## src/hdl/h2t_pkg.sv

```systemverilog
// Shared types, widths and codes for the homogeneous 2D transform unit.
// No dependencies; every module of the block imports this package.
package h2t_pkg;

    localparam int unsigned FRAC_BITS_DEFAULT = 16;
    localparam int unsigned DATA_W    = 32;
    localparam int unsigned NUM_TERMS = 7;
    localparam int unsigned NUM_PROD  = 3;
    localparam int unsigned PROD_W    = 2 * DATA_W;
    localparam int unsigned SUM_W     = PROD_W + 2;
    localparam int unsigned TDATA_W   = NUM_TERMS * DATA_W;
    localparam int unsigned CFG_IDX_W = 3;

    // Term order, which is also the packing order on tdata.
    localparam int unsigned T_XX = 0;
    localparam int unsigned T_XY = 1;
    localparam int unsigned T_YX = 2;
    localparam int unsigned T_YY = 3;
    localparam int unsigned T_U  = 4;
    localparam int unsigned T_V  = 5;
    localparam int unsigned T_S  = 6;

    localparam logic [DATA_W-1:0] SAT_POS = {1'b0, {(DATA_W-1){1'b1}}};
    localparam logic [DATA_W-1:0] SAT_NEG = {1'b1, {(DATA_W-1){1'b0}}};

    typedef enum logic
    {
        OP_POINT   = 1'b0,
        OP_COMPOSE = 1'b1
    } op_t;

    typedef enum logic [CFG_IDX_W-1:0]
    {
        REG_ROT_XX      = 3'd0,
        REG_ROT_XY      = 3'd1,
        REG_ROT_YX      = 3'd2,
        REG_ROT_YY      = 3'd3,
        REG_ORIGIN_U    = 3'd4,
        REG_ORIGIN_V    = 3'd5,
        REG_FRAME_SCALE = 3'd6
    } cfg_reg_t;

    // Coefficients after the degenerate-rotation and zero-scale rules.
    typedef struct packed
    {
        logic signed [DATA_W-1:0] ts;
        logic signed [DATA_W-1:0] tv;
        logic signed [DATA_W-1:0] tu;
        logic signed [DATA_W-1:0] ayy;
        logic signed [DATA_W-1:0] ayx;
        logic signed [DATA_W-1:0] axy;
        logic signed [DATA_W-1:0] axx;
    } coef_t;

    // Input operand; b_xx lands in the lowest bits, matching s_tdata.
    typedef struct packed
    {
        logic signed [DATA_W-1:0] b_s;
        logic signed [DATA_W-1:0] b_v;
        logic signed [DATA_W-1:0] b_u;
        logic signed [DATA_W-1:0] b_yy;
        logic signed [DATA_W-1:0] b_yx;
        logic signed [DATA_W-1:0] b_xy;
        logic signed [DATA_W-1:0] b_xx;
    } pt_t;

    function automatic logic signed [PROD_W-1:0] smul(
        input logic signed [DATA_W-1:0] a,
        input logic signed [DATA_W-1:0] b
    );
        smul = PROD_W'(a) * PROD_W'(b);
    endfunction

endpackage

```

## src/hdl/h2t_cfg.sv

```systemverilog
// Configuration registers and the rules that turn them into coefficients.
// Depends on h2t_pkg.
module h2t_cfg #(
    parameter int unsigned FRAC_BITS = h2t_pkg::FRAC_BITS_DEFAULT
)(
    input  logic                            clk,
    input  logic                            rst_n,
    input  logic                            cfg_valid,
    output logic                            cfg_ready,
    input  logic [h2t_pkg::CFG_IDX_W-1:0]   cfg_index,
    input  logic [h2t_pkg::DATA_W-1:0]      cfg_data,
    output h2t_pkg::coef_t                  coef
);
    import h2t_pkg::*;

    localparam logic [DATA_W-1:0] ONE = DATA_W'(1) << FRAC_BITS;

    logic signed [DATA_W-1:0] rot_xx_reg;
    logic signed [DATA_W-1:0] rot_xy_reg;
    logic signed [DATA_W-1:0] rot_yx_reg;
    logic signed [DATA_W-1:0] rot_yy_reg;
    logic signed [DATA_W-1:0] origin_u_reg;
    logic signed [DATA_W-1:0] origin_v_reg;
    logic signed [DATA_W-1:0] frame_scale_reg;
    logic                     degenerate;

    assign cfg_ready = 1'b1;

    always_ff @(posedge clk or negedge rst_n)
    begin
        if (!rst_n)
        begin
            rot_xx_reg      <= ONE;
            rot_xy_reg      <= '0;
            rot_yx_reg      <= '0;
            rot_yy_reg      <= ONE;
            origin_u_reg    <= '0;
            origin_v_reg    <= '0;
            frame_scale_reg <= ONE;
        end
        else if (cfg_valid && cfg_ready)
        begin
            unique case (cfg_reg_t'(cfg_index))
                REG_ROT_XX:      rot_xx_reg      <= cfg_data;
                REG_ROT_XY:      rot_xy_reg      <= cfg_data;
                REG_ROT_YX:      rot_yx_reg      <= cfg_data;
                REG_ROT_YY:      rot_yy_reg      <= cfg_data;
                REG_ORIGIN_U:    origin_u_reg    <= cfg_data;
                REG_ORIGIN_V:    origin_v_reg    <= cfg_data;
                REG_FRAME_SCALE: frame_scale_reg <= cfg_data;
                default:         ;
            endcase
        end
    end

    // A rotation with a zero first column or a zero bottom row falls back to
    // unit diagonal terms; the off-diagonal terms stay as written.
    assign degenerate = ((rot_xx_reg == '0) && (rot_yx_reg == '0)) ||
                        ((rot_yx_reg == '0) && (rot_yy_reg == '0));

    always_comb
    begin
        coef.axx = degenerate ? ONE : rot_xx_reg;
        coef.axy = rot_xy_reg;
        coef.ayx = rot_yx_reg;
        coef.ayy = degenerate ? ONE : rot_yy_reg;
        coef.tu  = origin_u_reg;
        coef.tv  = origin_v_reg;
        coef.ts  = (frame_scale_reg == '0) ? ONE : frame_scale_reg;
    end

endmodule

```

## config.mk

```make
export PLATFORM = sky130hd
export DESIGN_NAME = h2t_cfg
export DESIGN_NICKNAME = d
export VERILOG_FILES = /design/src/hdl/h2t_pkg.sv /design/src/hdl/h2t_cfg.sv
export SDC_FILE = /design/constraint.sdc
export NUM_CORES = 1
export LEC_CHECK = 0
export BUFFER_PORTS_ARGS = -buffer_cell sky130_fd_sc_hd__buf_2
export CORE_ASPECT_RATIO = 1.5
export CORE_MARGIN = 2
export CORE_UTILIZATION = 47
export DETAILED_ROUTE_END_ITERATION = 16
export PLACE_DENSITY = 0.87
export SYNTH_ARGS = -nofsm -noshare
export SYNTH_HDL_FRONTEND = slang
export SYNTH_SLANG_ARGS = --single-unit
export TNS_END_PERCENT = 100
```

## constraint.sdc

```tcl
create_clock -name clk -period 1.38 [get_ports clk]
set_input_delay 0.069 -clock clk [delete_from_list [all_inputs] [get_ports clk]]
set_output_delay 0.069 -clock clk [all_outputs]
set_load 0.005 [all_outputs]
```

Word-level counts from Yosys, hierarchy flattened
Index checks and enable logic that the tools add are counted.
{"block": "word_totals", "output_inout_bits": 225, "n_memories": 0, "latchBits": 0, "mem_bits_rw": 0, "reg_bits": 224, "mem_bits_ro": 0}
{"block": "classes", "n_mux": 3, "bitwise_logic": 0, "shifts": 0, "reduce_logical": 15, "n_eq_ne": 6, "n_lt_le_gt_ge": 0, "addsub": 0, "div_mod_pow": 0, "mul": 0}
{"op": "32-bit logical NOT", "n": 4}
{"op": "32-bit 2-to-1 mux", "n": 3}
{"op": "2-bit AND reduction", "n": 7}
{"op": "3-bit == test (second input constant)", "n": 3}
{"op": "3-bit by 2-bit == test with 1-bit output (second input constant)", "n": 2}
{"op": "3-bit by 1-bit == test with 1-bit output (second input constant)", "n": 1}
{"op": "3-bit logical NOT", "n": 1}
{"op": "1-bit logical AND", "n": 2}
{"op": "1-bit logical OR", "n": 1}

Logic depth before layout (Yosys ltp)
{"block": "logic_depth", "word_depth": 4, "depth_mapped": 5, "depth_no_buf": 4}

Worst setup path after synthesis
Ideal clock, no wire load.
{"block": "synth_path", "kind": "flip-flop to output port", "from": "register rot_yx_reg[27]", "to": "output coef[0] (netlist name)", "n_path_buf": 1, "t_required_ns": 1.311, "arrival_time_ns": 1.398, "stages_incl_launch_ff": 6, "setup_slack_ns": -0.087, "path_cell_list": "dfrtp_1 > nor4_1 > nand4_1 > nor2_1 > buf_2 > a21boi_0"}
{"item": "start, declared", "line_no": "h2t_cfg.sv:20", "rtl": "logic signed [DATA_W-1:0] rot_yx_reg;"}
{"item": "start signal, assigned", "line_no": "h2t_cfg.sv:46", "rtl": "REG_ROT_YX: rot_yx_reg <= cfg_data;"}
{"item": "end, declared", "line_no": "h2t_cfg.sv:12", "rtl": "output h2t_pkg::coef_t coef"}

==> results.py <==
metrics = {
    "timing": {
        "worst_clock_skew_ps": 0,
        "slew_viol_final": 0,
        "hold_viol": 0,
        "timing.final.ws_setup_ps": -1010,
        "fmax_mhz": 419,
        "grt_setup_unrepaired": "true",
        "setup_viol": 65,
        "slew-limit-headroom": 0.660,
        "worst_slew_pin_slew_ps": 510,
        "period_minus_slack_ps": 2390,
        "period_share": 1.73,
        "tns_ps": -61540,
        "hold_slack_ps": 95.9,
    },
    "die": {
        "start_util": 0.474,
        "core-area_sq_um": 19600,
        "ios": 263,
        "die_w_um": 119,
        "rows": 63,
        "die-area_sq_um": 20900,
        "die_h_um": 176,
    },
    "logic_synthesis": {
        "syn_inst": 632,
        "ys_top_cells_by_area": "dfrtp_1 59%, mux2_2 25%, a21boi_0 5.0%",
        "yosys.area.top_type": "dfrtp_1",
        "yosys.area.top_type_share": 0.595,
        "synth_area_sq_um": 9300,
        "ys_seq_elements": 224,
        "yosysSeqAreaShare": 0.603,
        "ys_types": 22,
        "synth_nets": 670,
        "syn_area_per_cell_sq_um": 14.7,
        "yosys_warnings": 0,
    },
    "placement": {
        "dp_slack_ps": -614,
        "io_buffers": 261,
        "place_congestion": 0.847,
        "dp_hpwl_um": 19100,
        "postPlaceCellArea_sq_um": 11900,
    },
    "cells_and_area": {
        "post-route-util": 0.670,
        "layout.nets": 1064,
        "design_area_sq_um": 13100,
        "synthToLayoutAreaGrowth_pct": 41.4,
        "layout-drive-gt1-share": 0.655,
        "layout_commonest_cell": "buf_2",
        "antenna_cells": 0,
        "n_fill_cell": 1331,
        "layout_common_cells": "260 x buf_2, 221 x dfrtp_1, 210 x mux2_2",
    },
    "worst_setup_path": {
        "r2r_end": "rot_xx_reg[3]$_DFFE_PN0P_",
        "rrSetupSlack_ps": 370,
        "crit_arrival_ps": 2320,
        "worstRegToRegCells": 3,
        "timing.critical_path.from_type": "flip-flop",
        "r2r_start": "rot_xx_reg[3]$_DFFE_PN0P_",
        "crit_type": "reg2out",
        "crit_fanout": 8,
        "cp-end-kind": "output port",
        "required_ps": 1310,
    },
    "global_route": {
        "grt_pass1_wl_um": 42100,
        "antenna_found_initial": 0,
        "globalRouteOverflowTotal": 0,
        "grt_pass1_vias": 7403,
        "grt_start_max_net_pins": 62,
        "grtUsageTotal": 0.260,
    },
    "power": {
        "leakage_nw": 6.21,
        "vdd_drop_max_v": 0.00114,
        "powerDensity_nw_per_um2": 1530,
    },
    "detailed_routing": {
        "drc": 0,
        "finalWirelength_um": 27700,
        "dr.pass1.iters": 4,
        "wl_per_cell_um": 21.3,
        "vias": 6928,
        "final_antenna_net_count": 0,
        "drtIter0Drc": 298,
        "viasPerCell": 5.33,
    },
    "clock_network": {
        "clkSinkCount": 224,
        "clk_pin_slew_ps": 60,
        "cts_made_buffers": 21,
        "cts_tree": "yes",
        "cts.path.max_buffers": 3,
        "htree_levels": 1,
        "root_buffer": "clkbuf_16",
        "clock_latency_ps": 490,
    },
    "hold_path": {
        "hold_path_class": "in2async",
    },
    "run_status": {
        "status": "complete, but fails checks",
        "violations": "negative setup slack",
    },
    "job": {
        "cap_violations": 0,
    },
}
## cell usage after synthesis
cell type / n
dfrtp_1: 221
a21o_1: 2
conb_1: 1
nand2_1: 1
clkbuf_1: 31
clkbuf_2: 6
nand4_1: 8
nor4_1: 32
dfstp_2: 3
nand2b_1: 1
o21bai_1: 1
a21boi_0: 62
mux2_2: 210
nor2_1: 1
nor3_2: 2
buf_4: 10
o22ai_2: 1
nor3b_4: 1
nand4b_1: 3
mux2_1: 14
nor3b_2: 1
buf_2: 20
## worst max-delay path by stage
stage	startpoint	to	slack, ps	cells past startpoint
after global routing	rot_yy_reg[28]$_DFFE_PN0P_	coef[99]	-1090	7
after floorplan	rot_yy_reg[0]$_DFFE_PN0P_	coef[100]	-80	5
final	rot_yy_reg[7]$_DFFE_PN0P_	coef[116]	-1010	7
after global placement	rot_yx_reg[1]$_DFFE_PN0P_	coef[96]	-590	7
after detailed placement	rot_yy_reg[0]$_DFFE_PN0P_	coef[102]	-610	6
after CTS	rot_xx_reg[3]$_DFFE_PN0P_	coef[98]	-980	8
## metrics by stage
stage	std cells	total power [mW]
2_1_floorplan	632	10.9
3_3_place_gp	1220	14.0
3_5_place_dp	1220	14.2
4_1_cts	1299	20.1
5_1_grt	1299	21.0
6_report	1299	20.1
## critical path, stage by stage, from the launching register on
cell       delay (ps)
dfrtp_1           410
nor4_1            350
nand4_1           260
o22ai_4           290
buf_6             160
clkbuf_16         160
a21boi_1           70
buf_2             130
## timing repair
item | in CTS | in global routing
gates resized for setup | 31 | 17
hold buffers | 33 | 0
gates cloned | 3 | 1
setup endpoints to repair | 65 | 65
buffers inserted | 9 | 0
pin swaps | 10 | 9
endpoints found under the hold margin | 446 | 0
## metal layers
layer | wire [um] | global-route usage
met5 | 0 | 0
met2 | 14800 | 0.482
met1 | 10200 | 0.294
met4 | 1180 | 0.111
met3 | 1520 | 0.0430
## final cells by class
type | count | area, sq um | share of cell area
flip-flops and latches | 224 | 5610 | 0.427
multi-input cells | 341 | 3540 | 0.270
repair buffers | 438 | 3000 | 0.228
clock buffers | 31 | 643 | 0.0489
well taps | 260 | 325 | 0.0247
clock inverters | 5 | 30.0 | 0.00228
## cells by family (layout without fill, tap and decap cells)
| kind of cell | after synthesis | count (layout) | synth area share |
|---|---|---|---|
| other cells | 1 | 1 | 0.000403 |
| buf+inv | 67 | 474 | 0.0346 |
| simple gates | 50 | 50 | 0.0367 |
| mux | 224 | 224 | 0.271 |
| compound gates | 66 | 66 | 0.0538 |
| flops | 224 | 224 | 0.603 |
## power breakdown
part           switching (mW)  internal, mW  leakage (nW)
clock                    2.40          3.22         0.331
combinational            2.18          3.27          3.19
sequential              0.963          8.03          2.68
total                    5.55          14.5          6.21
No activity file was read; power rests on OpenSTA's default activity.
