==> config.mk <==
export PLATFORM = sky130hd
export DESIGN_NAME = h2t_acc
export DESIGN_NICKNAME = d
export VERILOG_FILES = /design/src/hdl/h2t_pkg.sv /design/src/hdl/h2t_acc.sv
export SDC_FILE = /design/constraint.sdc
export NUM_CORES = 2
export LEC_CHECK = 0
export ABC_AREA = 0
export BUFFER_PORTS_ARGS = -buffer_cell sky130_fd_sc_hd__buf_2
export CAP_MARGIN = 20
export CORE_AREA = 5 5 608 610
export DETAILED_ROUTE_END_ITERATION = 8
export DIE_AREA = 0 0 613 615
export PLACE_DENSITY = 0.39
export REMOVE_ABC_BUFFERS = 1
export SETUP_SLACK_MARGIN = 0.1
export SKIP_CTS_REPAIR_TIMING = 1
export SYNTH_ARGS = -nofsm -noshare
export SYNTH_HDL_FRONTEND = slang
export SYNTH_SLANG_ARGS = --single-unit
export TNS_END_PERCENT = 1
==> constraint.sdc <==
create_clock -name clk -period 12.5 [get_ports clk]
set_input_delay 1.25 -clock clk [delete_from_list [all_inputs] [get_ports clk]]
set_output_delay 1.25 -clock clk [all_outputs]
set_load 0.02 [all_outputs]
==> src/hdl/h2t_pkg.sv <==
// Shared types, widths and codes for the homogeneous 2D transform unit.
// No dependencies; every module of the block imports this package.
package h2t_pkg;

    localparam int unsigned FRAC_BITS_DEFAULT = 16;
    localparam int unsigned DATA_W    = 32;
    localparam int unsigned NUM_TERMS = 7;
    localparam int unsigned NUM_PROD  = 3;
    localparam int unsigned PROD_W    = 2 * DATA_W;
    localparam int unsigned SUM_W     = PROD_W + 2;
    localparam int unsigned TDATA_W   = NUM_TERMS * DATA_W;
    localparam int unsigned CFG_IDX_W = 3;

    // Term order, which is also the packing order on tdata.
    localparam int unsigned T_XX = 0;
    localparam int unsigned T_XY = 1;
    localparam int unsigned T_YX = 2;
    localparam int unsigned T_YY = 3;
    localparam int unsigned T_U  = 4;
    localparam int unsigned T_V  = 5;
    localparam int unsigned T_S  = 6;

    localparam logic [DATA_W-1:0] SAT_POS = {1'b0, {(DATA_W-1){1'b1}}};
    localparam logic [DATA_W-1:0] SAT_NEG = {1'b1, {(DATA_W-1){1'b0}}};

    typedef enum logic
    {
        OP_POINT   = 1'b0,
        OP_COMPOSE = 1'b1
    } op_t;

    typedef enum logic [CFG_IDX_W-1:0]
    {
        REG_ROT_XX      = 3'd0,
        REG_ROT_XY      = 3'd1,
        REG_ROT_YX      = 3'd2,
        REG_ROT_YY      = 3'd3,
        REG_ORIGIN_U    = 3'd4,
        REG_ORIGIN_V    = 3'd5,
        REG_FRAME_SCALE = 3'd6
    } cfg_reg_t;

    // Coefficients after the degenerate-rotation and zero-scale rules.
    typedef struct packed
    {
        logic signed [DATA_W-1:0] ts;
        logic signed [DATA_W-1:0] tv;
        logic signed [DATA_W-1:0] tu;
        logic signed [DATA_W-1:0] ayy;
        logic signed [DATA_W-1:0] ayx;
        logic signed [DATA_W-1:0] axy;
        logic signed [DATA_W-1:0] axx;
    } coef_t;

    // Input operand; b_xx lands in the lowest bits, matching s_tdata.
    typedef struct packed
    {
        logic signed [DATA_W-1:0] b_s;
        logic signed [DATA_W-1:0] b_v;
        logic signed [DATA_W-1:0] b_u;
        logic signed [DATA_W-1:0] b_yy;
        logic signed [DATA_W-1:0] b_yx;
        logic signed [DATA_W-1:0] b_xy;
        logic signed [DATA_W-1:0] b_xx;
    } pt_t;

    function automatic logic signed [PROD_W-1:0] smul(
        input logic signed [DATA_W-1:0] a,
        input logic signed [DATA_W-1:0] b
    );
        smul = PROD_W'(a) * PROD_W'(b);
    endfunction

endpackage

==> src/hdl/h2t_acc.sv <==
// Sum stage and the shift and saturate output stage of the pipeline.
// Depends on h2t_pkg.
module h2t_acc #(
    parameter int unsigned FRAC_BITS = h2t_pkg::FRAC_BITS_DEFAULT
)(
    input  logic                               clk,
    input  logic                               rst_n,
    input  logic                               in_valid,
    output logic                               in_ready,
    input  logic signed [h2t_pkg::PROD_W-1:0]  prod [h2t_pkg::NUM_TERMS][h2t_pkg::NUM_PROD],
    output logic                               out_valid,
    input  logic                               out_ready,
    output logic signed [h2t_pkg::DATA_W-1:0]  res [h2t_pkg::NUM_TERMS],
    output logic                               sat
);
    import h2t_pkg::*;

    logic                     vc_reg;
    logic                     vc_next;
    logic                     vd_reg;
    logic                     vd_next;
    logic                     en_c;
    logic                     en_d;
    logic signed [SUM_W-1:0]  sum_next [NUM_TERMS];
    logic signed [SUM_W-1:0]  sum_reg  [NUM_TERMS];
    logic signed [SUM_W-1:0]  shifted  [NUM_TERMS];
    logic [NUM_TERMS-1:0]     clip;
    logic signed [DATA_W-1:0] res_next [NUM_TERMS];
    logic signed [DATA_W-1:0] res_reg  [NUM_TERMS];
    logic                     sat_reg;

    assign en_d     = !vd_reg || out_ready;
    assign en_c     = !vc_reg || en_d;
    assign in_ready = en_c;
    assign vc_next  = en_c ? in_valid : vc_reg;
    assign vd_next  = en_d ? vc_reg : vd_reg;

    always_ff @(posedge clk or negedge rst_n)
    begin
        if (!rst_n)
        begin
            vc_reg <= 1'b0;
            vd_reg <= 1'b0;
        end
        else
        begin
            vc_reg <= vc_next;
            vd_reg <= vd_next;
        end
    end

    // Three full products summed exactly; two guard bits cover the carry.
    always_comb
    begin
        for (int t = 0; t < NUM_TERMS; t++)
        begin
            sum_next[t] = SUM_W'(prod[t][0]) + SUM_W'(prod[t][1]) + SUM_W'(prod[t][2]);
        end
    end

    always_ff @(posedge clk)
    begin
        if (en_c && in_valid)
        begin
            sum_reg <= sum_next;
        end
    end

    // The arithmetic shift floors; the result fits when every bit from the
    // new sign position up agrees.
    always_comb
    begin
        for (int t = 0; t < NUM_TERMS; t++)
        begin
            shifted[t] = sum_reg[t] >>> FRAC_BITS;
            clip[t]    = !((&shifted[t][SUM_W-1:DATA_W-1]) ||
                           !(|shifted[t][SUM_W-1:DATA_W-1]));
            if (clip[t])
            begin
                res_next[t] = shifted[t][SUM_W-1] ? SAT_NEG : SAT_POS;
            end
            else
            begin
                res_next[t] = shifted[t][DATA_W-1:0];
            end
        end
    end

    always_ff @(posedge clk)
    begin
        if (en_d && vc_reg)
        begin
            res_reg <= res_next;
            sat_reg <= |clip;
        end
    end

    assign out_valid = vd_reg;
    assign res       = res_reg;
    assign sat       = sat_reg;

endmodule

# ---- Word level (Yosys, flattened, before mapping)
# Index checks and enable logic that the tools add are counted.
dict set report op_classes {
  n_bitwise 0
  n_lt_le_gt_ge 0
  shift 0
  mux 14
  n_eq_ne 0
  div 0
  n_mul 0
  n_addsub 14
  reduce_logical 42
}
# op n
set ops {}
lappend ops {{adder 65 x 64 -> 66 bit} 7}
lappend ops {{adder 64 x 64 -> 65 bit} 7}
lappend ops {{two-way mux 32 bit} 14}
lappend ops {{AND reduction 19 bit} 7}
lappend ops {{OR reduction 19 bit} 7}
lappend ops {{zero test 1 bit} 16}
lappend ops {{logical OR 1 bit} 9}
lappend ops {{OR reduction 7 bit} 1}
lappend ops {{logical AND 1 bit} 2}
dict set report totals {
  out_inout_bits 227
  mem_count 0
  rom_bits 0
  latchBits 0
  regBits 689
  ramBits 0
  wordCells 87
}

# ---- Longest topological paths before layout
dict set report logic_depth {
  depth_word 5
  depth_mapped 16
}

# ---- Worst setup path after synthesis
# Ideal clock, no wire load.
dict set report synth_path {
  path_kind {input -> register}
  from {in out_ready}
  to {reg sum_reg (netlist bit shifted[0]), enable pin}
  slack_ns 2.279
  cell_stages 2
  required_time_ns 11.745
  arrival_time_ns 9.466
  path_buffers 0
  setup_ns 0.755
  cell_sequence {nand3b_1 and2_1}
}
dict set report synth_via {
  elab_chain_len 3
}
# item line
set synth_rtl {}
lappend synth_rtl {{start, declared} h2t_acc.sv:12} ;# input logic out_ready,
lappend synth_rtl {{logical OR 1 bit} h2t_acc.sv:32} ;# assign en_d = !vd_reg || out_ready;
lappend synth_rtl {{logical OR 1 bit} h2t_acc.sv:33} ;# assign en_c = !vc_reg || en_d;
lappend synth_rtl {{logical AND 1 bit} h2t_acc.sv:63} ;# if (en_c && in_valid)
lappend synth_rtl {{end signal, assigned} h2t_acc.sv:65} ;# sum_reg <= sum_next;
lappend synth_rtl {{end, declared} h2t_acc.sv:25} ;# logic signed [SUM_W-1:0] sum_reg [NUM_TERMS];
# No other way between the ends.
# A chain may end at the register's enable or synchronous reset.

==> metrics.md <==
| Metric | Value |
|---|---|
| Status | `complete, no violations` |
| Worst endpoint required time | `13.05 ns` |
| Number of warnings issued by yosys | `0` |
| Minimum setup slack among reg-to-reg paths | `8.52 ns` |
| Slew HR | `32.7%` |
| Final weighted congestion in routability-driven placement | `0.972` |
| Capture point of the worst reg-to-reg path | `shifted[364]` |
| RSZ-0062 raised after global routing | `false` |
| Area of all placed cells without fillers | `0.0689 mm^2` |
| Highest clock frequency the design can meet | `189 MHz` |
| Global routing usage summed across all routing layers | `15.6%` |
| Final Hold Viols | `0` |
| Count of standard-cell rows | `222` |
| # port buffers | `1574` |
| Post-synth top cells | `575 x sky130_fd_sc_hd__edfxtp_1, 571 x sky130_fd_sc_hd__inv_1, 501 x sky130_fd_sc_hd__a21o_1` |
| Mapped Area | `0.0523 mm^2` |
| VDD IR max | `0.0816 mV` |
| Via count normalized by instance count | `4.04` |
| Setup Slack @ Placement | `6.39 ns` |
| CTS Root Cell | `sky130_fd_sc_hd__clkbuf_16` |
| Crit. End Element | `register` |
| Launch point of the worst reg-to-reg path | `out_valid` |
| Post-CTS clock slew at the launch and capture registers of the worst setup and hold paths | `0.06 ns` |
| Proportion of netlist area held by the largest area contributor | `33.0%` |
| Post-DP Area | `0.0659 mm^2` |
| # nets final | `8764` |
| CORE AREA | `0.364 mm^2` |
| Number of routed nets with antenna violations | `0` |
| Met1 GRT Util | `19.4%` |
| Clock Latency Late Sink | `0.79 ns` |
| Most common cell in the netlist | `sky130_fd_sc_hd__edfxtp_1` |
| Seq. cell area | `0.0173 mm^2` |
| Cells after synthesis | `4994` |
| CTS tree | `done` |
| Slowest CP cell | `sky130_fd_sc_hd__a211oi_1` |
| Growth of design area from synthesis to finish | `31.7%` |
| Worst reg-to-reg path cell count | `5` |
| Pwr dens | `141 mW/mm^2` |
| Leakage | `31.1 nW` |
| Min Clock Period, post-route | `5.30 ns` |
| Area used by multi-input combinational logic | `0.0324 mm^2` |
| Boundary Pins | `1575` |
| Maxcap violations | `0` |
| Number of enable flip-flop cells after synthesis | `575` |
| Portion of the post-synthesis area used by sequential elements | `33.1%` |
| Biggest area consumer among synthesized cells | `sky130_fd_sc_hd__edfxtp_1` |
| Die Footprint | `0.377 mm^2` |
| Fraction of synthesis flops using an asynchronous set or reset pin | `0.347%` |
| Initial antenna violation count | `189` |
| Count of pins over their slew limit | `0` |
| Final cycle utilization of the critical path | `42.4%` |
| TritonCTS Buffers | `88` |
| Transition at the pin with the smallest max-transition slack | `0.983 ns` |
| Kind of start point of the critical path | `input pin` |
| Hold WC Path Type | `in -> async` |
| Detail-routed net length per standard cell | `26.8 um` |
| Dominant synthesized flop cell | `sky130_fd_sc_hd__edfxtp_1` |
| Die width | `613 um` |
| Avg Cell Area, Syn | `10.5 um^2` |
| # setup viols final | `0` |
| Chain of cells forming the critical path | `buf_2 -> inv_1 -> fa_1 -> inv_1 -> ha_1 -> a211oi_1 -> nor2_1 -> a211oi_1 -> o21bai_1 -> a31oi_1 -> o221ai_1 -> a21oi_1 -> o21ai_1 -> a221oi_1 -> o21ai_1 -> xor2_1` |
| GR Util met3 | `4.17%` |
| Iteration count of the initial detailed-routing pass | `5` |
| Wire length of the first global-routing pass | `411000 um` |
| Met2 Resource Use GR | `26.5%` |
| Number of unique standard cell types used by synthesis | `92` |
| Layer with the highest usage after global routing | `met2` |
| Detailed router's first-iteration violation count | `2900` |
| Maximum fanout count along the critical path | `3` |
| Effective utilization at floorplan | `14.4%` |
| DRC violations left | `0` |
| Global-route congestion overflow total | `0` |
| Final core utilization | `18.9%` |
| Number of storage elements in the synthesis netlist | `577` |
| Detailed-placement wirelength estimate | `275000 um` |
| Vias in the first global route | `49500` |
| Maximum clock path buffer count | `4` |
| Cell family contributing the most delay on the critical path | `compound AO/OA/AOI/OAI gates` |
| Fraction of layout instances using a drive strength above 1 | `27.1%` |
| Vias | `46300` |
| DIE HEIGHT | `615 um` |
| Most area-consuming cells after synthesis | `sky130_fd_sc_hd__edfxtp_1 33%, sky130_fd_sc_hd__fa_1 17%, sky130_fd_sc_hd__ha_1 11%, sky130_fd_sc_hd__a21o_1 7.2%, sky130_fd_sc_hd__a21oi_1 4.1%` |
| Clock Skews | `0.0613 ns` |
| Worst path buffer plus inverter count | `3` |
| Number of filler cells placed in the layout | `40700` |
| TNS Setup | `0 ns` |
| Pin count of the biggest net entering global routing | `87` |
| Flip-flop count of the largest register, all copies and words added | `350` |
| Clock Sink Count | `577` |
| Max H-tree Level | `3` |
| Worst path setup slack after routing | `7.20 ns` |
| Worst endpoint data arrival time | `5.85 ns` |
| Largest incremental delay on the critical path | `0.66 ns` |
| Category of the critical setup timing path | `in -> reg` |
| Wire length reported by the detailed router | `307000 um` |
| Final Power | `9.70 mW` |
==> per-layer routing <==
metal	part of all wire, %	vias to the layer above
met4	2.9	40
met2	47	1678
met1	42	23000
met3	7.4	416
li1	-	21200
met5	0.084	-
==> cells by family after synthesis <==
family | share of synthesized area (%)
AOI/OAI and AO/OA | 19.3
xor gates and xnor gates | 5.44
adders and majority gates | 27.6
buffers and inverters | 5.22
DFF | 33.1
muxes | 0.0430
and+or+nand+nor | 9.35
==> how the worst max path moves through the flow <==
stage               startpoint           end  slack [ns]  cells past startpoint
floorplan            out_ready    shifted[0]        2.28                      2
global placement    prod[1164]  shifted[440]        6.32                     15
detailed placement   prod[454]  shifted[158]        6.39                     16
CTS                  prod[454]  shifted[158]        7.28                     16
global route         prod[454]  shifted[158]        7.18                     16
finish               prod[454]  shifted[158]        7.20                     16
==> metrics by stage <==
step	std cells	hold WS, ns
after floorplan	4840	0.449
after global placement	11300	0.475
after detailed placement	11300	0.487
after CTS	11400	0.129
after global routing	11400	0.168
final	11500	0.239
==> where the power goes <==
| part | switching, mW | leakage, nW | internal, mW | total, mW |
|---|---|---|---|---|
| logic | 2.65 | 24.2 | 1.63 | 4.28 |
| clock network | 1.01 | 1.37 | 1.50 | 2.51 |
| registers | 0.185 | 5.52 | 2.73 | 2.91 |
==> cell usage in the layout, fill, tap and decap left out, types with 16 or more instances in the layout <==
master	netlist	routed
sky130_fd_sc_hd__nor3_1	53	53
sky130_fd_sc_hd__buf_2	7	1574
sky130_fd_sc_hd__xnor2_1	198	198
sky130_fd_sc_hd__buf_4	0	22
sky130_fd_sc_hd__o21ai_0	177	177
sky130_fd_sc_hd__a21oi_1	433	433
sky130_fd_sc_hd__nor2b_1	55	55
sky130_fd_sc_hd__nand2b_1	45	45
sky130_fd_sc_hd__o21a_1	37	37
sky130_fd_sc_hd__clkbuf_16	0	88
sky130_fd_sc_hd__and3_1	32	32
sky130_fd_sc_hd__inv_1	571	571
sky130_fd_sc_hd__and2_1	21	19
sky130_fd_sc_hd__ha_1	448	448
sky130_fd_sc_hd__nor2_1	192	185
sky130_fd_sc_hd__a221oi_1	16	16
sky130_fd_sc_hd__o21bai_1	62	62
sky130_fd_sc_hd__nand2_1	223	223
sky130_fd_sc_hd__o21ai_1	33	33
sky130_fd_sc_hd__xor2_1	127	127
sky130_fd_sc_hd__nand3_1	75	75
sky130_fd_sc_hd__fa_1	441	441
sky130_fd_sc_hd__a31oi_1	40	40
sky130_fd_sc_hd__o211ai_1	17	17
sky130_fd_sc_hd__edfxtp_1	575	575
sky130_fd_sc_hd__diode_2	0	63
sky130_fd_sc_hd__a21o_1	501	501
sky130_fd_sc_hd__a211oi_1	44	44
sky130_fd_sc_hd__nor4_1	46	46
sky130_fd_sc_hd__nand4_1	147	147
==> final cells by class <==
cell class	count	area share, %
Antenna cell	63	0.229
Clock buffer	102	3.27
Clock inverter	47	0.805
Inverter	571	3.11
Multi-Input combinational cell	3692	47.0
Sequential cell	577	25.1
Tap cell	4816	8.75
Timing Repair Buffer	1597	11.7
==> worst reg2reg max path, stage by stage (launching register included) <==
cell and delay (ns):
sky130_fd_sc_hd__dfrtp_1 0.46, sky130_fd_sc_hd__nand3b_1 0.21, sky130_fd_sc_hd__and2_4 0.62, sky130_fd_sc_hd__buf_4 0.83, sky130_fd_sc_hd__buf_12 0.46, sky130_fd_sc_hd__buf_4 0.95
Power figures use the tool's default switching activity.
